**config.mk**
```make
export PLATFORM = sky130hd
export DESIGN_NAME = ack_retransmit_slot_manager_unit
export DESIGN_NICKNAME = d
export VERILOG_FILES = /design/src/rtl/core/ars_pkg.sv /design/src/rtl/core/ars_mod_unit.sv /design/src/rtl/core/ars_datapath.sv /design/src/rtl/core/ars_ctrl.sv /design/src/rtl/core/ack_retransmit_slot_manager_unit.sv
export SDC_FILE = /design/constraint.sdc
export NUM_CORES = 1
export LEC_CHECK = 0
export ABC_AREA = 1
export BUFFER_PORTS_ARGS = -buffer_cell sky130_fd_sc_hd__clkbuf_2
export CAP_MARGIN = 20
export CELL_PAD_IN_SITES_DETAIL_PLACEMENT = 2
export CELL_PAD_IN_SITES_GLOBAL_PLACEMENT = 2
export CORE_MARGIN = 2
export CORE_UTILIZATION = 35
export CTS_CLUSTER_SIZE = 10
export DETAILED_ROUTE_END_ITERATION = 12
export PLACE_DENSITY = 0.72
export SETUP_SLACK_MARGIN = 0.15
export SLEW_MARGIN = 25
export SYNTH_ARGS = -nofsm -noshare
export SYNTH_HDL_FRONTEND = slang
export SYNTH_SLANG_ARGS = --single-unit
```
**constraint.sdc**
```tcl
create_clock -name clk -period 5.9 [get_ports clk]
set_input_delay 0.59 -clock clk [delete_from_list [all_inputs] [get_ports clk]]
set_output_delay 0.59 -clock clk [all_outputs]
set_load 0.02 [all_outputs]
```
**src/rtl/core/ars_pkg.sv**
```systemverilog
// Types and constants of the acknowledged-retransmission slot manager.
`timescale 1ns / 1ps

package ars_pkg;

  // Buffer sizing used by the send length check
  localparam int BUFFER_BYTES    = 60;
  localparam int HEADER_OVERHEAD = 16;

  // Field widths
  localparam int TIMER_W  = 8;
  localparam int MAG_W    = 7;
  localparam int CFG_IDX_W = 3;
  localparam int CFG_DATA_W = 16;

  // Operation codes
  localparam logic [1:0] OP_SEND = 2'd0;
  localparam logic [1:0] OP_ACK  = 2'd1;
  localparam logic [1:0] OP_TICK = 2'd2;

  // Result action codes
  localparam logic [3:0] ACT_ACCEPTED   = 4'd0;
  localparam logic [3:0] ACT_NOSLOT     = 4'd1;
  localparam logic [3:0] ACT_TOOLONG    = 4'd2;
  localparam logic [3:0] ACT_ACKED      = 4'd3;
  localparam logic [3:0] ACT_UNMATCHED  = 4'd4;
  localparam logic [3:0] ACT_TRANSMIT   = 4'd5;
  localparam logic [3:0] ACT_RETRANSMIT = 4'd6;
  localparam logic [3:0] ACT_NAMEREQ    = 4'd7;
  localparam logic [3:0] ACT_UIDREQ     = 4'd8;

  // Configuration register indexes
  localparam logic [CFG_IDX_W-1:0] CFG_SEND_PERIOD      = 3'd0;
  localparam logic [CFG_IDX_W-1:0] CFG_SEND_ATTEMPTS    = 3'd1;
  localparam logic [CFG_IDX_W-1:0] CFG_RESOLVE_PERIOD   = 3'd2;
  localparam logic [CFG_IDX_W-1:0] CFG_RESOLVE_ATTEMPTS = 3'd3;
  localparam logic [CFG_IDX_W-1:0] CFG_ID_FIXED_MASK    = 3'd4;

  // Register reset values
  localparam logic [6:0]  RST_SEND_PERIOD      = 7'd10;
  localparam logic [6:0]  RST_SEND_ATTEMPTS    = 7'd3;
  localparam logic [6:0]  RST_RESOLVE_PERIOD   = 7'd10;
  localparam logic [6:0]  RST_RESOLVE_ATTEMPTS = 7'd3;
  localparam logic [15:0] RST_ID_FIXED_MASK    = 16'hFF00;

  typedef struct packed {
    logic [1:0]  op;
    logic [15:0] dest_handle;
    logic [7:0]  payload_len;
    logic [15:0] new_id;
    logic        dest_known;
    logic [15:0] ack_id;
    logic [7:0]  lookup_hits;
  } request_t;

  typedef struct packed {
    logic [2:0]  slot_index;
    logic [3:0]  action;
    logic [15:0] msg_id;
    logic [15:0] dest_out;
    logic        last;
  } result_t;

  typedef enum logic [2:0] {
    ST_IDLE,
    ST_SEND,
    ST_SEND2,
    ST_ACK,
    ST_TICK,
    ST_TICK_WAIT,
    ST_FLUSH
  } state_t;

  // Controller to datapath
  typedef struct packed {
    logic load;
    logic cur_clear;
    logic cur_inc;
    logic send_exec;
    logic send_second;
    logic ack_step;
    logic tick_eval;
    logic tick_finish;
    logic flush;
  } dp_cmd_t;

  // Datapath to controller
  typedef struct packed {
    logic [1:0] req_op;
    logic       send_ok;
    logic       ack_match;
    logic       cur_last;
    logic       tick_needs_mod;
    logic       mod_done;
  } dp_stat_t;

endpackage

```
**src/rtl/core/ars_mod_unit.sv**
```systemverilog
// Iterative remainder unit: one quotient bit per cycle, flags a zero remainder.
`timescale 1ns / 1ps

module ars_mod_unit (
  input  logic                     clk,
  input  logic                     rst,
  input  logic                     start,
  input  logic [ars_pkg::MAG_W-1:0] dividend,
  input  logic [ars_pkg::MAG_W-1:0] divisor,
  output logic                     done,
  output logic                     rem_zero
);

  localparam int CNT_W = $clog2(ars_pkg::MAG_W);
  localparam int W     = ars_pkg::MAG_W;

  logic             active;
  logic [CNT_W-1:0] cnt;
  logic [W-1:0]     q;
  logic [W-1:0]     r;
  logic [W-1:0]     d;
  logic [W:0]       r_sh;
  logic [W:0]       r_sub;
  logic [W-1:0]     r_next;

  // One restoring step
  always_comb begin
    r_sh   = {r, q[W-1]};
    r_sub  = r_sh - {1'b0, d};
    r_next = (r_sh >= {1'b0, d}) ? r_sub[W-1:0] : r_sh[W-1:0];
  end

  // Step control
  always_ff @(posedge clk) begin
    if (rst) begin
      active <= 1'b0;
      done   <= 1'b0;
      cnt    <= '0;
    end else begin
      done <= 1'b0;
      if (start) begin
        active <= 1'b1;
        cnt    <= '0;
      end else if (active) begin
        cnt <= cnt + CNT_W'(1);
        if (cnt == CNT_W'(W - 1)) begin
          active <= 1'b0;
          done   <= 1'b1;
        end
      end
    end
  end

  // Operand and partial remainder
  always_ff @(posedge clk) begin
    if (start) begin
      q <= dividend;
      r <= '0;
      d <= divisor;
    end else if (active) begin
      q <= {q[W-2:0], 1'b0};
      r <= r_next;
    end
  end

  assign rem_zero = (r == '0);

endmodule

```
**src/rtl/core/ars_datapath.sv**
```systemverilog
// Slot registers, configuration registers, result hold stage and output register.
`timescale 1ns / 1ps

module ars_datapath #(
  parameter int SLOTS = 2
) (
  input  logic                          clk,
  input  logic                          rst,
  input  logic                          cfg_we,
  input  logic [ars_pkg::CFG_IDX_W-1:0]  cfg_index,
  input  logic [ars_pkg::CFG_DATA_W-1:0] cfg_data,
  input  ars_pkg::request_t             request,
  input  ars_pkg::dp_cmd_t              cmd,
  output ars_pkg::dp_stat_t             stat,
  output ars_pkg::result_t              result,
  output logic                          strobe
);

  localparam int IDX_W = (SLOTS > 1) ? $clog2(SLOTS) : 1;
  localparam int TW    = ars_pkg::TIMER_W;
  localparam int MW    = ars_pkg::MAG_W;

  // Configuration
  logic [6:0]  send_period;
  logic [6:0]  send_attempts;
  logic [6:0]  resolve_period;
  logic [6:0]  resolve_attempts;
  logic [15:0] id_fixed_mask;

  // Slot state
  logic [TW-1:0] timer [SLOTS];
  logic [15:0]   sid   [SLOTS];
  logic [15:0]   sdest [SLOTS];

  ars_pkg::request_t req;
  logic [IDX_W-1:0]  cur;
  logic              kind_resolve;

  // Hold stage: a result waits here until the next one shows whether it is last
  logic              pend_valid;
  ars_pkg::result_t  pend;
  logic              push;
  ars_pkg::result_t  push_item;

  logic             free_found;
  logic [IDX_W-1:0] free_idx;
  logic [8:0]       len_sum;
  logic             too_long;
  logic [13:0]      prod_send;
  logic [13:0]      prod_res;
  logic [MW-1:0]    sat_send;
  logic [MW-1:0]    sat_res;
  logic [TW-1:0]    timer_send;
  logic [TW-1:0]    timer_res;
  logic [MW-1:0]    eff_sp;
  logic [MW-1:0]    eff_rp;
  logic [TW-1:0]    t_cur;
  logic             t_zero;
  logic             t_neg;
  logic [TW-1:0]    t_step;
  logic [TW-1:0]    t_step_neg;
  logic [SLOTS-1:0] hits;
  logic             hit;
  logic [15:0]      id_cur;
  logic [15:0]      id_bumped;
  logic             ack_match;
  logic             mod_start;
  logic [MW-1:0]    mod_dividend;
  logic [MW-1:0]    mod_divisor;
  logic             mod_done;
  logic             mod_zero;

  // Lowest free slot
  always_comb begin
    free_found = 1'b0;
    free_idx   = '0;
    for (int i = SLOTS - 1; i >= 0; i--) begin
      if (timer[i] == '0) begin
        free_found = 1'b1;
        free_idx   = IDX_W'(i);
      end
    end
  end

  // Length check and saturated timer loads
  always_comb begin
    len_sum    = 9'(req.payload_len) + 9'(ars_pkg::HEADER_OVERHEAD);
    too_long   = len_sum > 9'(ars_pkg::BUFFER_BYTES);
    prod_send  = send_period * send_attempts;
    prod_res   = resolve_period * resolve_attempts;
    sat_send   = (prod_send > 14'd127) ? 7'd127 : prod_send[MW-1:0];
    sat_res    = (prod_res > 14'd127) ? 7'd127 : prod_res[MW-1:0];
    timer_send = {1'b0, sat_send};
    timer_res  = '0 - {1'b0, sat_res};
    eff_sp     = (send_period == '0) ? 7'd1 : send_period;
    eff_rp     = (resolve_period == '0) ? 7'd1 : resolve_period;
  end

  // Current slot view
  always_comb begin
    t_cur      = timer[cur];
    t_zero     = (t_cur == '0);
    t_neg      = t_cur[TW-1];
    t_step     = t_neg ? (t_cur + TW'(1)) : (t_cur - TW'(1));
    t_step_neg = '0 - t_step;
    hits       = req.lookup_hits[SLOTS-1:0];
    hit        = hits[cur];
    id_cur     = sid[cur];
    id_bumped  = (id_cur & id_fixed_mask) | (((id_cur | id_fixed_mask) + 16'd1) & ~id_fixed_mask);
    ack_match  = ((req.ack_id ^ id_cur) & id_fixed_mask) == '0;
  end

  // Remainder check of the stepped timer magnitude
  assign mod_start    = cmd.tick_eval && !t_zero && !(t_neg && hit);
  assign mod_dividend = t_neg ? t_step_neg[MW-1:0] : t_step[MW-1:0];
  assign mod_divisor  = t_neg ? eff_rp : eff_sp;

  ars_mod_unit u_mod (
    .clk      (clk),
    .rst      (rst),
    .start    (mod_start),
    .dividend (mod_dividend),
    .divisor  (mod_divisor),
    .done     (mod_done),
    .rem_zero (mod_zero)
  );

  // Status to the controller
  always_comb begin
    stat.req_op         = request.op;
    stat.send_ok        = free_found && !too_long;
    stat.ack_match      = ack_match;
    stat.cur_last       = (cur == IDX_W'(SLOTS - 1));
    stat.tick_needs_mod = !t_zero && !(t_neg && hit);
    stat.mod_done       = mod_done;
  end

  // Result selection
  always_comb begin
    push                 = 1'b0;
    push_item            = '0;
    push_item.slot_index = 3'(cur);
    push_item.msg_id     = id_cur;
    push_item.dest_out   = sdest[cur];
    if (cmd.send_exec) begin
      push               = 1'b1;
      push_item.msg_id   = req.new_id;
      push_item.dest_out = req.dest_handle;
      if (!free_found) begin
        push_item.slot_index = '0;
        push_item.action     = ars_pkg::ACT_NOSLOT;
      end else if (too_long) begin
        push_item.slot_index = 3'(free_idx);
        push_item.action     = ars_pkg::ACT_TOOLONG;
      end else begin
        push_item.slot_index = 3'(free_idx);
        push_item.action     = ars_pkg::ACT_ACCEPTED;
      end
    end else if (cmd.send_second) begin
      push               = 1'b1;
      push_item.msg_id   = req.new_id;
      push_item.dest_out = req.dest_handle;
      push_item.action   = req.dest_known ? ars_pkg::ACT_TRANSMIT : ars_pkg::ACT_NAMEREQ;
    end else if (cmd.ack_step) begin
      if (ack_match) begin
        push             = 1'b1;
        push_item.action = ars_pkg::ACT_ACKED;
      end else if (stat.cur_last) begin
        push                 = 1'b1;
        push_item.slot_index = '0;
        push_item.action     = ars_pkg::ACT_UNMATCHED;
        push_item.msg_id     = req.ack_id;
        push_item.dest_out   = '0;
      end
    end else if (cmd.tick_eval) begin
      if (t_neg && hit) begin
        push             = 1'b1;
        push_item.action = ars_pkg::ACT_TRANSMIT;
      end
    end else if (cmd.tick_finish) begin
      if (mod_zero) begin
        push = 1'b1;
        if (kind_resolve) begin
          push_item.action = ars_pkg::ACT_NAMEREQ;
        end else if (hit) begin
          push_item.action = ars_pkg::ACT_RETRANSMIT;
          push_item.msg_id = id_bumped;
        end else begin
          push_item.action = ars_pkg::ACT_UIDREQ;
        end
      end
    end
  end

  // Configuration, slot timers and walk index
  always_ff @(posedge clk) begin
    if (rst) begin
      send_period      <= ars_pkg::RST_SEND_PERIOD;
      send_attempts    <= ars_pkg::RST_SEND_ATTEMPTS;
      resolve_period   <= ars_pkg::RST_RESOLVE_PERIOD;
      resolve_attempts <= ars_pkg::RST_RESOLVE_ATTEMPTS;
      id_fixed_mask    <= ars_pkg::RST_ID_FIXED_MASK;
      cur              <= '0;
      for (int i = 0; i < SLOTS; i++) begin
        timer[i] <= '0;
      end
    end else begin
      if (cfg_we) begin
        unique case (cfg_index)
          ars_pkg::CFG_SEND_PERIOD:      send_period      <= cfg_data[6:0];
          ars_pkg::CFG_SEND_ATTEMPTS:    send_attempts    <= cfg_data[6:0];
          ars_pkg::CFG_RESOLVE_PERIOD:   resolve_period   <= cfg_data[6:0];
          ars_pkg::CFG_RESOLVE_ATTEMPTS: resolve_attempts <= cfg_data[6:0];
          ars_pkg::CFG_ID_FIXED_MASK:    id_fixed_mask    <= cfg_data;
          default: ;
        endcase
      end
      if (cmd.cur_clear) begin
        cur <= '0;
      end else if (cmd.cur_inc) begin
        cur <= cur + IDX_W'(1);
      end else if (cmd.send_exec) begin
        cur <= free_idx;
      end
      if (cmd.send_exec && free_found && !too_long) begin
        timer[free_idx] <= req.dest_known ? timer_send : timer_res;
      end
      if (cmd.ack_step && ack_match) begin
        timer[cur] <= '0;
      end
      if (cmd.tick_eval && !t_zero) begin
        timer[cur] <= (t_neg && hit) ? timer_send : t_step;
      end
    end
  end

  // Item latch, slot ids, destinations, tick kind and held result
  always_ff @(posedge clk) begin
    if (cmd.load) begin
      req <= request;
    end
    if (cmd.send_exec && free_found && !too_long) begin
      sid[free_idx]   <= req.new_id;
      sdest[free_idx] <= req.dest_handle;
    end
    if (cmd.tick_eval) begin
      kind_resolve <= t_neg;
    end
    if (cmd.tick_finish && mod_zero && !kind_resolve && hit) begin
      sid[cur] <= id_bumped;
    end
    if (push) begin
      pend <= push_item;
    end
  end

  // Hold stage and output strobe
  always_ff @(posedge clk) begin
    if (rst) begin
      pend_valid <= 1'b0;
      strobe     <= 1'b0;
    end else begin
      strobe <= 1'b0;
      if (push) begin
        pend_valid <= 1'b1;
        strobe     <= pend_valid;
      end else if (cmd.flush) begin
        pend_valid <= 1'b0;
        strobe     <= pend_valid;
      end
    end
  end

  // Output payload; last is set when no further result follows
  always_ff @(posedge clk) begin
    if ((push || cmd.flush) && pend_valid) begin
      result <= {pend.slot_index, pend.action, pend.msg_id, pend.dest_out, !push};
    end
  end

endmodule

```
**src/rtl/core/ars_ctrl.sv**
```systemverilog
// Controller: sequences send, ack and tick items over the datapath.
`timescale 1ns / 1ps

module ars_ctrl (
  input  logic              clk,
  input  logic              rst,
  input  logic              start,
  input  ars_pkg::dp_stat_t stat,
  output ars_pkg::dp_cmd_t  cmd,
  output logic              busy
);

  ars_pkg::state_t state;
  ars_pkg::state_t state_next;

  always_ff @(posedge clk) begin
    if (rst) begin
      state <= ars_pkg::ST_IDLE;
    end else begin
      state <= state_next;
    end
  end

  // Next state
  always_comb begin
    state_next = state;
    unique case (state)
      ars_pkg::ST_IDLE: begin
        if (start) begin
          priority if (stat.req_op == ars_pkg::OP_SEND) begin
            state_next = ars_pkg::ST_SEND;
          end else if (stat.req_op == ars_pkg::OP_ACK) begin
            state_next = ars_pkg::ST_ACK;
          end else if (stat.req_op == ars_pkg::OP_TICK) begin
            state_next = ars_pkg::ST_TICK;
          end else begin
            state_next = ars_pkg::ST_IDLE;
          end
        end
      end
      ars_pkg::ST_SEND: begin
        state_next = stat.send_ok ? ars_pkg::ST_SEND2 : ars_pkg::ST_FLUSH;
      end
      ars_pkg::ST_SEND2: begin
        state_next = ars_pkg::ST_FLUSH;
      end
      ars_pkg::ST_ACK: begin
        if (stat.ack_match || stat.cur_last) begin
          state_next = ars_pkg::ST_FLUSH;
        end
      end
      ars_pkg::ST_TICK: begin
        if (stat.tick_needs_mod) begin
          state_next = ars_pkg::ST_TICK_WAIT;
        end else if (stat.cur_last) begin
          state_next = ars_pkg::ST_FLUSH;
        end
      end
      ars_pkg::ST_TICK_WAIT: begin
        if (stat.mod_done) begin
          state_next = stat.cur_last ? ars_pkg::ST_FLUSH : ars_pkg::ST_TICK;
        end
      end
      ars_pkg::ST_FLUSH: begin
        state_next = ars_pkg::ST_IDLE;
      end
      default: state_next = ars_pkg::ST_IDLE;
    endcase
  end

  // Commands
  always_comb begin
    cmd  = '0;
    busy = (state != ars_pkg::ST_IDLE);
    unique case (state)
      ars_pkg::ST_IDLE: begin
        cmd.load      = start;
        cmd.cur_clear = start;
      end
      ars_pkg::ST_SEND: begin
        cmd.send_exec = 1'b1;
      end
      ars_pkg::ST_SEND2: begin
        cmd.send_second = 1'b1;
      end
      ars_pkg::ST_ACK: begin
        cmd.ack_step = 1'b1;
        cmd.cur_inc  = !stat.ack_match && !stat.cur_last;
      end
      ars_pkg::ST_TICK: begin
        cmd.tick_eval = 1'b1;
        cmd.cur_inc   = !stat.tick_needs_mod && !stat.cur_last;
      end
      ars_pkg::ST_TICK_WAIT: begin
        cmd.tick_finish = stat.mod_done;
        cmd.cur_inc     = stat.mod_done && !stat.cur_last;
      end
      ars_pkg::ST_FLUSH: begin
        cmd.flush = 1'b1;
      end
      default: ;
    endcase
  end

endmodule

```
**src/rtl/core/ack_retransmit_slot_manager_unit.sv**
```systemverilog
// Top level of the acknowledged-retransmission slot manager.
// One item at a time; busy stays high from acceptance until its last result is staged.
// Send: SEND, SEND2, FLUSH (no SEND2 if refused); SEND2 and FLUSH strobe its results.
// Ack: walks slot ids one per cycle until a match or the last slot, then FLUSH.
// Tick: TICK per slot, TICK_WAIT on the 7-step remainder unit if needed, then FLUSH.
// Synchronous reset frees all slots and restores register defaults at once.
`timescale 1ns / 1ps

module ack_retransmit_slot_manager_unit #(
  parameter int SLOTS = 2
) (
  input  logic                          clk,
  input  logic                          rst,
  input  logic                          start,
  output logic                          busy,
  input  ars_pkg::request_t             request,
  output logic                          strobe,
  output ars_pkg::result_t              result,
  input  logic                          cfg_valid,
  output logic                          cfg_ready,
  input  logic [ars_pkg::CFG_IDX_W-1:0]  cfg_index,
  input  logic [ars_pkg::CFG_DATA_W-1:0] cfg_data
);

  ars_pkg::dp_cmd_t  cmd;
  ars_pkg::dp_stat_t stat;

  // Registers are always writable
  assign cfg_ready = 1'b1;

  ars_ctrl u_ctrl (
    .clk   (clk),
    .rst   (rst),
    .start (start),
    .stat  (stat),
    .cmd   (cmd),
    .busy  (busy)
  );

  ars_datapath #(
    .SLOTS (SLOTS)
  ) u_dp (
    .clk       (clk),
    .rst       (rst),
    .cfg_we    (cfg_valid),
    .cfg_index (cfg_index),
    .cfg_data  (cfg_data),
    .request   (request),
    .cmd       (cmd),
    .stat      (stat),
    .result    (result),
    .strobe    (strobe)
  );

endmodule

```
==> results, run 1 <==
- The flow ran to the end, and the final reports show no timing, DRC or antenna violations.
- Cell internal power was estimated by the tool at 4820 µW.
- The required time of the critical path is 6.21 ns.
- The clock tree from TritonCTS is yes.
- Among all stages on the critical path, the largest delay is contributed by sky130_fd_sc_hd__dfxtp_1.
- The hold-critical path endpoint is u_dp.req[29]$_DFFE_PP_.
- The routed design has between 50000 and 60000 µm of wire.
- Setup violations remaining at the end of the flow were counted as 0.
- The pin count of the biggest net entering global routing is 61.
- The net switching share of the total power is 0.366.
- The timing-limited maximum frequency is 187 MHz.
- STA classifies the critical path endpoint as a flop.
- The latest clock arrival within the worst-skew pair is approximately 0.57 ns.
- The detailed router's first-iteration violation count is roughly 620.
- The number of placed instances, taps included is between 2000 and 3000.
- The cell count after synthesis is 1899.
- The number of clock sinks is 292.
- Among all flip-flop cells after synthesis, the most frequent one is sky130_fd_sc_hd__edfxtp_1.
- Setup total negative slack on the finished layout was measured at 0 ns.
- The kind of path behind the tightest hold check is in2reg.
- Counting distinct cell types in the post-synthesis netlist gives 58.
- The total die area is just over 50000 µm².
- The filler cell count is approximately 5300.
- The via count of the first global-routing pass is around 16000.
- The total net switching power is roughly 2800 µW.
- Counting flops with an async set or reset pin after synthesis yields a share of 0.
- The kind of cell adding the most delay to the critical path is adder cells.
- The total overflow left after global routing is 0.
- For this run, the share of the core covered by cells in the final layout is 0.408.
- The share of total power in combinational logic is 0.303.
- The minimum clock period after layout is 5.35 ns.
- After synthesis, the mean cell area works out to a little under 9 µm².
- between 100 and 150 I/O pins were placed.
- Detailed placement ended at an HPWL of between 40000 and 50000 µm.
- Of the total synthesized cell area, the portion taken by full adders, half adders and majority gates is 0.122.
- The reg-to-reg setup timing slack is between 0.5 and 0.6 ns.
- The starting utilization of the core area is 0.355.
- The worst setup path is of the reg2reg kind.
- The layout net count is roughly 2300.
- The final routed wire length divided by cell count is around 20 µm.
- The startpoint of the tightest hold check path is request[29].
- The critical path goes through nand2_1 -> inv_1 -> fa_1 -> fa_1 -> inv_1 -> fa_1 -> inv_1 -> fa_1 -> ha_1 -> inv_1 -> nor3_1 -> nand2_1 -> nand3b_1 -> xor2_1 -> nand2_1 -> nor2_2 -> nand3_1 -> nand2_1 -> nand3_1 -> nand2_1 -> inv_1.
- The core region is ~48000 µm².
- Data on the critical path arrives at its endpoint at about 5.7 ns.
- The leakage power is about 0.0089 µW.
- The largest family of logic cells by synthesized area is simple AND/OR/NAND/NOR gates.
- The final setup skew is around 0.026 ns.
- The startpoint kind of the worst setup timing path is a flop.
- IR analysis of the VDD net gives a maximum drop of roughly 0.17 mV.
- The endpoint identified for the worst register-to-register timing path is u_dp.timer[0][5]$_SDFFCE_PN0P_.
- For the pin with the worst max-slew slack, the measured transition is between 1 and 1.5 ns.
- The count of buffers from port buffering is approximately 120.
- Of the total synthesized cell area, the portion taken by AND, OR, NAND and NOR gates is 0.189.
- The power per standard cell area is about 390 nW/µm².
- The synthesized-area fraction occupied by ao, oa, aoi and oai cells is 0.0931.
- The via count of the routed design is ~14000.
- For this run, the number of Yosys warnings is 0.
- The number of slew-limit violations in the final report is 0.
- The CTS buffer count is 37.
- Of the total power, registers draw 0.410.
- The ratio of routed vias to standard cells is between 5 and 6.
- The cell depth of the worst flop-to-flop path is 21.
- The number of storage elements in the synthesis netlist is 292.
- The initial antenna violation count is 3.
- The die span in y is ~220 µm.
- Of the total power, the clock network draws 0.286.
- The first global-routing pass estimated between 80000 and 90000 µm of wire.
- The mux share of post-synthesis cell area is 0.0107.
- The count of flip-flops with a built-in enable after synthesis is around 230.
- The delay of the slowest cell on the worst path is 0.61 ns.
- The final non-filler cell total is approximately 2700.
- For this run, the detailed router's first-pass iteration total came to 4.
- The floorplan has 80 rows.
- Of all nets on the critical path, the largest fanout is 10.
- The area overhead of the layout relative to synthesis is 14.9%.
- In this run the remaining antenna-violating nets after routing total 0.
- The final weighted congestion of routability-driven global placement is between 0.8 and 0.9.
- The number of buffers on the longest clock path is 3.
- The total DRC errors in the routed layout is 0.
- In this run the horizontal extent of the chip is 224 µm.
- The synthesized netlist occupies a cell area of 17000 µm².
- The cell at the root of the clock tree is sky130_fd_sc_hd__clkbuf_16.
- The share of the synthesized netlist area taken by xor and xnor gates is 0.0170.
- In this run the number of H-tree levels came out at 2.
- The critical path buffer and inverter count is 5.
- The worst register-to-register path begins at u_dp.send_period[2]$_SDFFE_PP0P_.
- The clock-pin slew on the worst setup and hold paths is about 0.060 ns.
- The overall track demand over capacity in global routing is 0.223.
- Setup repair after global routing left no endpoint under its margin.
- In this run the tightest slew margin relative to its limit is 0.300.
- Of the cells placed in the final design, the portion with a size suffix greater than 1 is 0.136.
- The post-route fraction of the period consumed by the critical path is 0.906.
- The number of failing hold endpoints at the final stage is 0.
- The tool flagged a number of max-cap violations equal to 0.
- For this run, the register share of the synthesized area comes to 0.479.
- Counting instances, the worst hold path has a depth of 1.
-- metal layers --
metal	part of all wire	GRT usage
met1	0.41	0.257
met2	0.53	0.419
met3	0.036	0.0355
met4	0.026	0.0705
met5	0	0
-- timing repair --
item | in CTS | in global routing
setup buffers | 0 | 0
resized for setup | 2 | 15
endpoints found under the setup margin | 4 | 14
hold buffers | 0 | 0
-- Yosys cell counts (all sizes together) (9+ instances only) --
master	instances	share of area
o21a	9	0.0040
edfxtp	229	0.40
xor2	25	0.013
inv	313	0.069
fa	50	0.059
mux2i	17	0.010
nand2	459	0.10
o211ai	20	0.0088
or2	16	0.0059
a31oi	9	0.0033
nor2	150	0.036
clkbuf	51	0.011
dfxtp	63	0.074
a21oi	86	0.026
nand3	88	0.027
buf	16	0.0081
o21ai	125	0.039
ha	86	0.063
nor3	19	0.0068
nand4	18	0.0066
-- sequential cells by signal, summed over array words and instances (netlist names), 16 cells and up, named ones only --
register            count
u_dp.result            38
u_dp.sdest             32
u_dp.sid               32
u_dp.pend              37
u_dp.id_fixed_mask     16
u_dp.timer             16
u_dp.req               57
-- worst reg2reg max path, cell delays in order, from the launching register on --
cell and delay, ns:
sky130_fd_sc_hd__dfxtp_1 0.61, sky130_fd_sc_hd__nand2_1 0.12, sky130_fd_sc_hd__inv_1 0.09, sky130_fd_sc_hd__fa_1 0.43, sky130_fd_sc_hd__fa_1 0.54, sky130_fd_sc_hd__inv_1 0.05, sky130_fd_sc_hd__fa_1 0.53, sky130_fd_sc_hd__inv_1 0.06
sky130_fd_sc_hd__fa_1 0.47, sky130_fd_sc_hd__ha_1 0.36, sky130_fd_sc_hd__inv_1 0.09, sky130_fd_sc_hd__nor3_1 0.29, sky130_fd_sc_hd__nand2_1 0.08, sky130_fd_sc_hd__nand3b_1 0.13, sky130_fd_sc_hd__xor2_1 0.16, sky130_fd_sc_hd__nand2_1 0.10
sky130_fd_sc_hd__nor2_2 0.35, sky130_fd_sc_hd__nand3_1 0.21, sky130_fd_sc_hd__nand2_1 0.12, sky130_fd_sc_hd__nand3_1 0.15, sky130_fd_sc_hd__nand2_1 0.11, sky130_fd_sc_hd__inv_1 0.05
-- power groups by stage --
stage,combinational (µW),clock [µW],sequential (µW)
after floorplan,1470,0,3090
after global placement,2200,0,3120
after detailed placement,2310,0,3160
after CTS,2340,2230,3120
after global routing,2590,2310,3160
final,2310,2180,3120
-- area by class of cell --
cell class | count | area, µm² | area share
antenna | 1 | 2.50 | 0.000128
clock inverter | 6 | 31.3 | 0.00160
inverter | 314 | 1180 | 0.0604
sequential | 292 | 8150 | 0.417
timing repair buffer | 156 | 876 | 0.0449
multi-input combinational | 1227 | 7420 | 0.380
clock buffer | 61 | 1100 | 0.0563
tap | 615 | 769 | 0.0394
-- kinds of logic after synthesis --
logic type	Yosys count
AOI/OAI and AO/OA	276
xor gates and xnor gates	33
adders and majority gates	136
buffers and inverters	381
DFF	292
muxes	18
other	2
and+or+nand+nor	761
-- worst max path at each step --
| stage | start | cells after the start | end |
|---|---|---|---|
| after floorplan | u_dp.resolve_period[0]$_SDFFE_PP0P_ | 32 | u_dp.timer[1][6]$_SDFFCE_PN0P_ |
| after global placement | u_dp.resolve_attempts[5]$_SDFFE_PP0P_ | 29 | u_dp.timer[1][6]$_SDFFCE_PN0P_ |
| after detailed placement | u_dp.resolve_attempts[5]$_SDFFE_PP0P_ | 28 | u_dp.timer[1][6]$_SDFFCE_PN0P_ |
| after CTS | u_dp.resolve_attempts[5]$_SDFFE_PP0P_ | 31 | u_dp.timer[0][6]$_SDFFCE_PN0P_ |
| after global routing | u_dp.resolve_period[2]$_SDFFE_PP0P_ | 32 | u_dp.timer[1][6]$_SDFFCE_PN0P_ |
| final | u_dp.send_period[2]$_SDFFE_PP0P_ | 21 | u_dp.timer[0][5]$_SDFFCE_PN0P_ |
-- cell usage in the layout, fill, tap and decap left out, types with 5 or more instances in the layout --
cell type                   netlist  final
sky130_fd_sc_hd__a211oi_1         5      5
sky130_fd_sc_hd__a21oi_1         81     79
sky130_fd_sc_hd__a21oi_2          5      7
sky130_fd_sc_hd__a31oi_1          9      9
sky130_fd_sc_hd__buf_4            4     32
sky130_fd_sc_hd__clkbuf_1        51     19
sky130_fd_sc_hd__clkbuf_16        0     40
sky130_fd_sc_hd__clkbuf_2         0    123
sky130_fd_sc_hd__dfxtp_1         63     60
sky130_fd_sc_hd__edfxtp_1       229    229
sky130_fd_sc_hd__fa_1            50     50
sky130_fd_sc_hd__ha_1            86     83
sky130_fd_sc_hd__inv_1          298    297
sky130_fd_sc_hd__inv_2           15     15
sky130_fd_sc_hd__mux2i_1         17     17
sky130_fd_sc_hd__nand2_1        450    448
sky130_fd_sc_hd__nand2_2          7      9
sky130_fd_sc_hd__nand3_1         86     86
sky130_fd_sc_hd__nand4_1         18     18
sky130_fd_sc_hd__nor2_1         142    138
sky130_fd_sc_hd__nor2_2           5      5
sky130_fd_sc_hd__nor2_4           2      6
sky130_fd_sc_hd__nor3_1          16     15
sky130_fd_sc_hd__nor4_1           8      8
sky130_fd_sc_hd__o211ai_1        20     20
sky130_fd_sc_hd__o21a_1           9      9
sky130_fd_sc_hd__o21ai_0        102    102
sky130_fd_sc_hd__o21ai_1         15     15
sky130_fd_sc_hd__o21ai_2          8      8
sky130_fd_sc_hd__o22ai_1          8      8
sky130_fd_sc_hd__or2_2           10     10
sky130_fd_sc_hd__xnor2_1          8      8
sky130_fd_sc_hd__xor2_1          25     25
-- stage by stage --
| step | hold slack [ns] | instance area (µm²) | total power [µW] | setup WS [ns] |
|---|---|---|---|---|
| CTS | 0.174 | 19500 | 7690 | 0.157 |
| floorplan | 0.400 | 17000 | 4560 | 0.673 |
| global placement | 0.401 | 18300 | 5310 | 0.271 |
| global route | 0.189 | 19500 | 8060 | 0.151 |
| finish | 0.211 | 19500 | 7600 | 0.553 |
| detailed placement | 0.407 | 18300 | 5470 | 0.151 |
Power figures use the tool's default switching activity.
==> inputs of run 2 (changes only) <==
PLACE_DENSITY = 0.83   (was 0.72)
==> run 2 against run 1 <==
  * Non-clock buffer count grew 1
  * Critical path depth grew 1
  * Final cell count shrank 0.11%
  * Utilization shrank 0.058 points
  * Critical endpoint is now u_dp.timer[0][3]$_SDFFCE_PN0P_
==> results, run 2 (same netlist as run 1, synthesis figures left out) <==
- Outcome: complete, no violations (unchanged).
- The delay of the slowest cell on the worst path came to 0.56 ns (was 0.61 ns).
- The die span in y is 224 µm (unchanged).
- The area of all placed cells without fillers is 19500 µm² (about the same).
- The routed length on met2 is 32600 µm (was 28900 µm).
- The via count of the first global-routing pass is 16088 (was 15503).
- The detailed placer's ending HPWL is 43700 µm (was 40600 µm).
- List of cells traversed by the critical path: nand2_1 -> fa_1 -> inv_1 -> fa_1 -> inv_1 -> fa_1 -> inv_1 -> fa_1 -> ha_1 -> inv_1 -> nor3_1 -> nand2_1 -> nand3b_1 -> nand3_1 -> nand3_1 -> nand4_1 -> nor2_4 -> nand3_1 -> o21ai_0 -> nand3_1 -> nand2_1 -> inv_1 (was nand2_1 -> inv_1 -> fa_1 -> fa_1 -> inv_1 -> fa_1 -> inv_1 -> fa_1 -> ha_1 -> inv_1 -> nor3_1 -> nand2_1 -> nand3b_1 -> xor2_1 -> nand2_1 -> nor2_2 -> nand3_1 -> nand2_1 -> nand3_1 -> nand2_1 -> inv_1).
- The post-route fraction of the period consumed by the critical path is 0.914 (was 0.906).
- The reported max-cap violation count came to 0 (unchanged).
- The layout net count was 2255 (was 2254).
- The cell at the root of the clock tree is sky130_fd_sc_hd__clkbuf_16 (unchanged).
- The leakage power came to 0.00891 µW (was 0.00892 µW).
- The final weighted congestion of routability-driven global placement is 0.816 (was 0.835).
- The latest clock arrival within the worst-skew pair is 0.56 ns (was 0.57 ns).
- The worst setup path startpoint is u_dp.send_attempts[2]$_SDFFE_PP0P_ (was u_dp.send_period[2]$_SDFFE_PP0P_).
- The number of failing hold endpoints at the final stage is 0 (unchanged).
- The number of clock sinks is 292 (unchanged).
- Highest-count cells in the layout ignoring fill and taps: 448 x sky130_fd_sc_hd__nand2_1, 298 x sky130_fd_sc_hd__inv_1, 229 x sky130_fd_sc_hd__edfxtp_1 (was 448 x sky130_fd_sc_hd__nand2_1, 297 x sky130_fd_sc_hd__inv_1, 229 x sky130_fd_sc_hd__edfxtp_1).
- The wire length after detailed routing is 61600 µm (was 55100 µm).
- The number of setup violations in the final report is 0 (unchanged).
- The final routed wire length divided by cell count came to 23.1 µm (was 20.6 µm).
- The total die area was 50300 µm² (unchanged).
- The worst-path cell with the longest stage delay is sky130_fd_sc_hd__dfxtp_1 (unchanged).
- The most frequent cell on the critical path is sky130_fd_sc_hd__inv_1.
- Setup repair after global routing missed its margin: no (unchanged).
- The timing-limited maximum frequency is 185 MHz (was 187 MHz).
- The final total negative setup slack is 0 ns (unchanged).
- The total DRC errors in the routed layout was 0 (unchanged).
- The kind of cell adding the most delay to the critical path was adder cells (unchanged).
- The power per standard cell area was 396 nW/µm² (was 389 nW/µm²).
- The actual transition at the worst max-transition pin is 1.01 ns (was 1.05 ns).
- The detailed router's first-iteration violation count was 933 (was 622).
- The count of buffers from port buffering is 123 (unchanged).
- The commonest non-fill, non-tap cell in the layout is sky130_fd_sc_hd__nand2_1 (unchanged).
- The critical path buffer and inverter count came to 5 (unchanged).
- The power consumption is 7730 µW (was 7600 µW).
- The required time of the critical path is 6.19 ns (was 6.21 ns).
- The final setup skew came to 0.0372 ns (was 0.0260 ns).
- The post-placement cell area came to 18300 µm² (about the same).
- The area overhead of the layout relative to synthesis is 14.7% (was 14.9%).
- The register containing the most flip-flops in the final layout is u_dp.req (unchanged).
- The count of antenna-violating nets left after detailed routing was 0 (unchanged).
- The first-pass GRT wire length is 94700 µm (was 86000 µm).
- The starting utilization of the core area is 0.355 (unchanged).
- The horizontal die dimension was 224 µm (unchanged).
- The startpoint of the worst-slack reg-to-reg timing path is u_dp.send_attempts[2]$_SDFFE_PP0P_ (was u_dp.send_period[2]$_SDFFE_PP0P_).
- The routed length on met3 was 2310 µm (was 1960 µm).
- Registers with the highest flip-flop counts: u_dp.req x57, u_dp.result x38, u_dp.pend x37 (unchanged).
- The top routing layer in use is met4 (unchanged).
- The number of I/O pins is 133 (unchanged).
- The initial antenna violation count is 3 (unchanged).
- The total iterations of the first detailed-routing run was 5 (was 4).
- The startpoint of the tightest hold check path was request[31] (was request[29]).
- The share of final-layout standard cells stronger than drive strength 1 is 0.138 (was 0.136).
- The number of buffers on the longest clock path is 3 (unchanged).
- The ratio of routed vias to standard cells is 5.32 (was 5.07).
- The CTS buffer count came to 37 (unchanged).
- The clock-pin slew on the worst setup and hold paths is 0.07 ns (was 0.06 ns).
- The via count of the routed design is 14187 (was 13555).
- The number of slew-limit violations in the final report came to 0 (unchanged).
- The met1 layer wirelength in the final routing is 24200 µm (was 22700 µm).
- The filler cell count is 5272 (was 5278).
- The floorplan row count is 80 (unchanged).
- The final global-route overflow total is 0 (unchanged).
- The peak ir drop on the vdd network was 0.254 mV (was 0.173 mV).
- The headroom to the max-slew limit came to 0.324 (was 0.300).
- The clock tree from TritonCTS is yes (unchanged).
- The pin count of the biggest net entering global routing is 61 (unchanged).
- The placeable core area is 47800 µm² (unchanged).
- The top fanout value on the critical path is 10 (unchanged).
- The classification of the worst setup path is reg2reg (unchanged).
- The critical path data arrival time came to 5.68 ns (was 5.66 ns).
- The startpoint kind of the worst setup timing path was a flop (unchanged).
- The kind of path behind the tightest hold check is in2reg (unchanged).
- The number of flip-flops in the largest register is 57 (unchanged).
- The minimum clock period after layout is 5.39 ns (was 5.35 ns).
- The overall track demand over capacity in global routing is 0.245 (was 0.223).
- The H-tree depth was 2 (unchanged).
- The kind of capture point of the worst setup path is a flop (unchanged).
==> run 2: report_power, final <==
part	internal [µW]	total [µW]	switching (µW)	leakage (µW)
clock	1210	2140	927	0.000520
combinational	646	2410	1770	0.00574
sequential	2890	3170	283	0.00264
==> run 2: through the flow <==
step / hold WS, ns / instances / worst slack, ns / utilization
floorplan: 0.400 / 1900 / 0.673 / -
global placement: 0.400 / 2604 / 0.296 / 0.383
detailed placement: 0.408 / 2604 / 0.174 / 0.383
CTS: 0.200 / 2665 / 0.179 / 0.406
global route: 0.198 / 2669 / 0.132 / 0.408
finish: 0.208 / 2669 / 0.507 / 0.408
==> run 2: layout make-up <==
| cell class | count | area (µm²) | share of cell area |
|---|---|---|---|
| Sequential cell | 292 | 8140 | 0.417 |
| Clock inverter | 5 | 40.0 | 0.00205 |
| Tap cell | 615 | 769 | 0.0395 |
| Antenna cell | 3 | 7.51 | 0.000385 |
| Inverter | 314 | 1180 | 0.0604 |
| Timing Repair Buffer | 157 | 871 | 0.0447 |
| Multi-Input combinational cell | 1227 | 7450 | 0.382 |
| Clock buffer | 56 | 1040 | 0.0532 |
==> run 2: path summary, 6_finish.rpt <==
check / endpoint / slack (ns) / cells past startpoint
setup reg to reg: u_dp.timer[0][3]$_SDFFCE_PN0P_ / 0.51 / 22
setup / recovery: u_dp.timer[0][3]$_SDFFCE_PN0P_ / 0.51 / 22
hold / removal: u_dp.req[31]$_DFFE_PP_ / 0.21 / 1
hold reg to reg: u_dp.result[22]$_DFFE_PP_ / 0.42 / 0
==> run 2: routing by layer <==
layer | up-vias | track usage
met5 | - | 0
met2 | 350 | 0.463
li1 | 6464 | -
met1 | 7223 | 0.278
met4 | 0 | 0.0946
met3 | 150 | 0.0342
==> run 2: timing repair <==
action                                  CTS  global route
hold buffers                              0             0
buffers inserted                          0             1
pin swaps                                 0             1
endpoints found under the setup margin    2            15
resized for setup                         2            18
==> inputs of run 3 (changes only) <==
ABC_AREA = default   (was 1)
MAX_ROUTING_LAYER = met4   (was default)
PLACE_DENSITY = 0.8   (was 0.83)
==> run 3 against run 2 <==
  * The run now ends with negative setup slack left
  * Final area fell by 0.30%
  * Hold slack got worse by 0.00098 ns
  * Worst setup slack got worse by 0.72 ns
  * Utilization grew 0.83 points
  * Wire length is 9.0% lower
  * Via count decreased by 9.5%
  * Largest cell class unchanged
==> results, run 3 <==
- Outcome: complete, but fails checks (was complete, no violations).
- The checks that failed: negative setup slack.
- The final global-route overflow total came to 0 (unchanged).
- The count of buffers from port buffering is 123 (unchanged).
- The share of final-layout standard cells stronger than drive strength 1 came to 0.167 (was 0.138).
- The horizontal die dimension is 222 µm (was 224 µm).
- The classification of the worst setup path is reg2reg (unchanged).
- The worst setup path startpoint is u_dp.resolve_period[5]$_SDFFE_PP0P_ (was u_dp.send_attempts[2]$_SDFFE_PP0P_).
- The latest clock arrival within the worst-skew pair is 0.56 ns (about the same).
- The area of all sequential standard cells is 8160 µm² (was 8140 µm²).
- The overall track demand over capacity in global routing is 0.230 (was 0.245).
- The number of buffers on the longest clock path is 3 (unchanged).
- The final weighted congestion of routability-driven global placement is 0.848 (was 0.816).
- The number of warning messages in the yosys log is 0 (unchanged).
- The post-synthesis cell type count came to 75 (was 58).
- The peak ir drop on the vdd network is 0.221 mV (was 0.254 mV).
- Highest-count cells in the layout ignoring fill and taps: 229 x sky130_fd_sc_hd__edfxtp_1, 226 x sky130_fd_sc_hd__nand2_1, 123 x sky130_fd_sc_hd__clkbuf_2 (was 448 x sky130_fd_sc_hd__nand2_1, 298 x sky130_fd_sc_hd__inv_1, 229 x sky130_fd_sc_hd__edfxtp_1).
- The post-synthesis async set-or-reset flop share is 0 (unchanged).
- The post-placement cell area came to 18000 µm² (was 18300 µm²).
- The cell at the root of the clock tree is sky130_fd_sc_hd__clkbuf_16 (unchanged).
- The leakage power is 0.00769 µW (was 0.00891 µW).
- The final non-filler cell total is 2347 (was 2669).
- The number of placed instances, taps included is 2273 (was 2604).
- The pin count of the biggest net entering global routing is 61 (unchanged).
- The headroom to the max-slew limit is 0.259 (was 0.324).
- The final routed wire length divided by cell count is 23.9 µm (was 23.1 µm).
- The via count of the first global-routing pass is 14305 (was 16088).
- The via count of the routed design is 12840 (was 14187).
- The floorplan row count is 79 (was 80).
- The area of all placed cells without fillers is 19400 µm² (was 19500 µm²).
- The clock tree from TritonCTS was yes (unchanged).
- The post-cts hold buffer count is 0 (unchanged).
- The share of the synthesized netlist area taken by xor and xnor gates came to 0.0311 (was 0.0170).
- The CTS buffer count is 37 (unchanged).
- The clock-pin slew on the worst setup and hold paths is 0.06 ns (was 0.07 ns).
- The placeable core area is 46800 µm² (was 47800 µm²).
- The kind of capture point of the worst setup path is a flop (unchanged).
- The end point of the critical path is u_dp.timer[0][4]$_SDFFCE_PN0P_ (was u_dp.timer[0][3]$_SDFFCE_PN0P_).
- The number of failing hold endpoints at the final stage is 0 (unchanged).
- The final total negative setup slack is -0.449 ns (was 0 ns).
- The number of I/O pins is 133 (unchanged).
- The count of flip-flops with a built-in enable after synthesis is 229 (unchanged).
- The filler cell count is 4874 (was 5272).
- The power per standard cell area came to 400 nW/µm² (was 396 nW/µm²).
- The number of storage elements in the synthesis netlist was 292 (unchanged).
- The total DRC errors in the routed layout came to 0 (unchanged).
- The share of synthesized cell area in and, or, nand and nor gates is 0.152 (was 0.189).
- The detailed router's first-iteration violation count is 777 (was 933).
- The sequential cell area fraction in the yosys report is 0.490 (was 0.479).
- The area occupied by multi-input gates is 8020 µm² (was 7450 µm²).
- The initial antenna violation count was 2 (was 3).
- The least setup slack across all paths after layout is -0.209 ns (was 0.507 ns).
- Cell types with the largest area share after synthesis: sky130_fd_sc_hd__edfxtp_1 41%, sky130_fd_sc_hd__dfxtp_1 7.6%, sky130_fd_sc_hd__ha_1 6.5% (was sky130_fd_sc_hd__edfxtp_1 40%, sky130_fd_sc_hd__nand2_1 9.9%, sky130_fd_sc_hd__dfxtp_1 7.4%).
- The starting utilization of the core area was 0.355 (about the same).
- The detailed placer's ending HPWL is 39700 µm (was 43700 µm).
- The mean instance size in the synthesized netlist is 10.6 µm² (was 8.95 µm²).
- The required time of the critical path is 6.27 ns (was 6.19 ns).
- The mapped cell area is 16600 µm² (was 17000 µm²).
- The cell depth of the worst flop-to-flop path is 24 (was 22).
- The startpoint of the worst-slack reg-to-reg timing path is u_dp.resolve_period[5]$_SDFFE_PP0P_ (was u_dp.send_attempts[2]$_SDFFE_PP0P_).
- The largest family of logic cells by synthesized area is simple AND/OR/NAND/NOR gates (unchanged).
- The layout net count is 1936 (was 2255).
- The timing-limited maximum frequency was 164 MHz (was 185 MHz).
- The final setup skew is 0.0170 ns (was 0.0372 ns).
- The most numerous cell in the Yosys netlist is sky130_fd_sc_hd__nand2_1 (unchanged).
- The post-synthesis share of cell area spent on full adders, half adders and majority gates came to 0.125 (was 0.122).
- The reg-to-reg critical path endpoint is u_dp.timer[0][4]$_SDFFCE_PN0P_ (was u_dp.timer[0][3]$_SDFFCE_PN0P_).
- The mux share of post-synthesis cell area is 0.0502 (was 0.0107).
- The number of clock sinks is 292 (unchanged).
- The area overhead of the layout relative to synthesis came to 17.0% (was 14.7%).
- Synth cell count leaders: 232 x sky130_fd_sc_hd__nand2_1, 229 x sky130_fd_sc_hd__edfxtp_1, 109 x sky130_fd_sc_hd__inv_1 (was 450 x sky130_fd_sc_hd__nand2_1, 298 x sky130_fd_sc_hd__inv_1, 229 x sky130_fd_sc_hd__edfxtp_1).
- The minimum clock period after layout is 6.11 ns (was 5.39 ns).
- The number of setup violations in the final report came to 4 (was 0).
- The actual transition at the worst max-transition pin is 1.11 ns (was 1.01 ns).
- The first-pass GRT wire length is 84900 µm (was 94700 µm).
- The number of slew-limit violations in the final report is 0 (unchanged).
- The commonest non-fill, non-tap cell in the layout is sky130_fd_sc_hd__edfxtp_1 (was sky130_fd_sc_hd__nand2_1).
- The commonest register cell after synthesis is sky130_fd_sc_hd__edfxtp_1 (unchanged).
- The total die area is 49200 µm² (was 50300 µm²).
- The startpoint kind of the worst setup timing path is a flop (unchanged).
- The critical path data arrival time is 6.48 ns (was 5.68 ns).
- The total iterations of the first detailed-routing run is 5 (unchanged).
- Setup repair after global routing missed its margin: yes (was no).
- The post-route fraction of the period consumed by the critical path is 1.04 (was 0.914).
- The register containing the most flip-flops in the final layout is u_dp.req (unchanged).
- The synthesized-area fraction occupied by ao, oa, aoi and oai cells was 0.111 (was 0.0931).
- The cell count after synthesis is 1569 (was 1899).
- The wire length after detailed routing is 56000 µm (was 61600 µm).
- The most area-hungry cell type in the Yosys netlist is sky130_fd_sc_hd__edfxtp_1 (unchanged).
- The die span in y came to 222 µm (was 224 µm).
- The power consumption was 7770 µW (was 7730 µW).
- The kind of path behind the tightest hold check is in2reg (unchanged).
- The number of flip-flops in the largest register is 57 (unchanged).
- The ratio of routed vias to standard cells is 5.47 (was 5.32).
- The H-tree depth was 2 (unchanged).
- The top cell type's share of synthesized area is 0.414 (was 0.405).
- The reg-to-reg setup timing slack is -0.21 ns (was 0.51 ns).
- The top fanout value on the critical path is 4 (was 10).
- The count of antenna-violating nets left after detailed routing is 0 (unchanged).
- Registers with the highest flip-flop counts: u_dp.req x57, u_dp.result x38, u_dp.pend x37 (unchanged).
- The reported max-cap violation count is 0 (unchanged).
## run 3: cell types whose count changed in the layout (fill, tap and decap cells not counted), sizes merged, moves of 14 or more
cell	previous run	this run
nand2	459	232
and2	1	67
xnor2	8	36
nand4	18	4
nand3	88	21
nand2b	0	29
nor2	150	95
inv	316	110
nor2b	0	18
o21ai	125	80
mux2i	17	69
## run 3: through the flow
step | hold WS [ns] | util | worst slack, ns
floorplan | 0.400 | - | 0.157
global placement | 0.400 | 0.385 | 0.143
detailed placement | 0.407 | 0.385 | -0.199
CTS | 0.178 | 0.412 | 0.132
global route | 0.189 | 0.416 | -0.252
finish | 0.207 | 0.416 | -0.209
## run 3: cell families after synthesis
logic type	Yosys count
AND/OR/NAND/NOR	537
flip-flops	292
AO/OA/AOI/OAI	289
buffers and inverters	174
adder cells (fa/ha/maj)	136
multiplexers	80
XOR/XNOR	59
other	2
## run 3: worst min-delay path by stage
stage / cells past startpoint / from / slack (ns) / end
after floorplan: 0 / u_dp.pend[10]$_DFFE_PN_ / 0.40 / u_dp.result[10]$_DFFE_PP_
after global placement: 0 / u_dp.pend[31]$_DFFE_PN_ / 0.40 / u_dp.result[31]$_DFFE_PP_
after detailed placement: 0 / u_dp.pend[20]$_DFFE_PN_ / 0.41 / u_dp.result[20]$_DFFE_PP_
after CTS: 1 / request[61] / 0.18 / u_dp.req[61]$_DFFE_PP_
after global routing: 1 / request[62] / 0.19 / u_dp.req[62]$_DFFE_PP_
final: 1 / request[61] / 0.21 / u_dp.req[61]$_DFFE_PP_
## run 3: area by class of cell
cell class              count  share of cell area
diodes                      1            0.000129
clock inverters             8             0.00605
clock buffers              60              0.0532
flip-flops and latches    292               0.420
multi-input cells        1104               0.412
inverters                 110              0.0212
repair buffers            165              0.0485
well taps                 607              0.0391
## run 3: power breakdown
part | leakage, µW | switching (µW) | internal, µW | total, µW
sequential | 0.00265 | 314 | 2910 | 3230
clock | 0.000550 | 906 | 1290 | 2200
combinational | 0.00449 | 1580 | 759 | 2340
total | 0.00769 | 2800 | 4960 | 7770
## run 3: routing by layer
| layer | track usage | part of all wire | routed length, µm | up-vias |
|---|---|---|---|---|
| met2 | 0.411 | 0.53 | 29600 | 327 |
| met3 | 0.0289 | 0.041 | 2320 | 110 |
| met1 | 0.264 | 0.40 | 22200 | 6588 |
| met5 | - | 0 | 0 | - |
| li1 | - | - | - | 5815 |
| met4 | 0.0852 | 0.035 | 1960 | 0 |
## run 3: timing repair
item	4_1_cts	5_1_grt
pin swaps	15	20
gates resized for setup	25	43
setup buffers	2	3
setup endpoints to repair	4	14
endpoints found under the hold margin	0	0
## run 3: worst max-delay path, stage by stage (launching register included)
cell,delay (ns)
sky130_fd_sc_hd__dfxtp_2,0.34
sky130_fd_sc_hd__nand2_2,0.06
sky130_fd_sc_hd__fa_1,0.56
sky130_fd_sc_hd__inv_2,0.04
sky130_fd_sc_hd__fa_1,0.54
sky130_fd_sc_hd__inv_2,0.04
sky130_fd_sc_hd__fa_1,0.53
sky130_fd_sc_hd__inv_2,0.06
sky130_fd_sc_hd__fa_1,0.64
sky130_fd_sc_hd__ha_4,0.24
sky130_fd_sc_hd__buf_6,0.13
sky130_fd_sc_hd__nand2_2,0.06
sky130_fd_sc_hd__a21oi_1,0.05
sky130_fd_sc_hd__or3_1,0.37
sky130_fd_sc_hd__a21oi_2,0.28
sky130_fd_sc_hd__o2111ai_4,0.17
sky130_fd_sc_hd__or2_4,0.30
sky130_fd_sc_hd__a21oi_2,0.13
sky130_fd_sc_hd__ha_2,0.23
sky130_fd_sc_hd__nand3b_1,0.12
sky130_fd_sc_hd__nand2_1,0.10
sky130_fd_sc_hd__nand2_1,0.06
sky130_fd_sc_hd__or4_4,0.42
sky130_fd_sc_hd__a21o_1,0.23
sky130_fd_sc_hd__a21oi_2,0.21
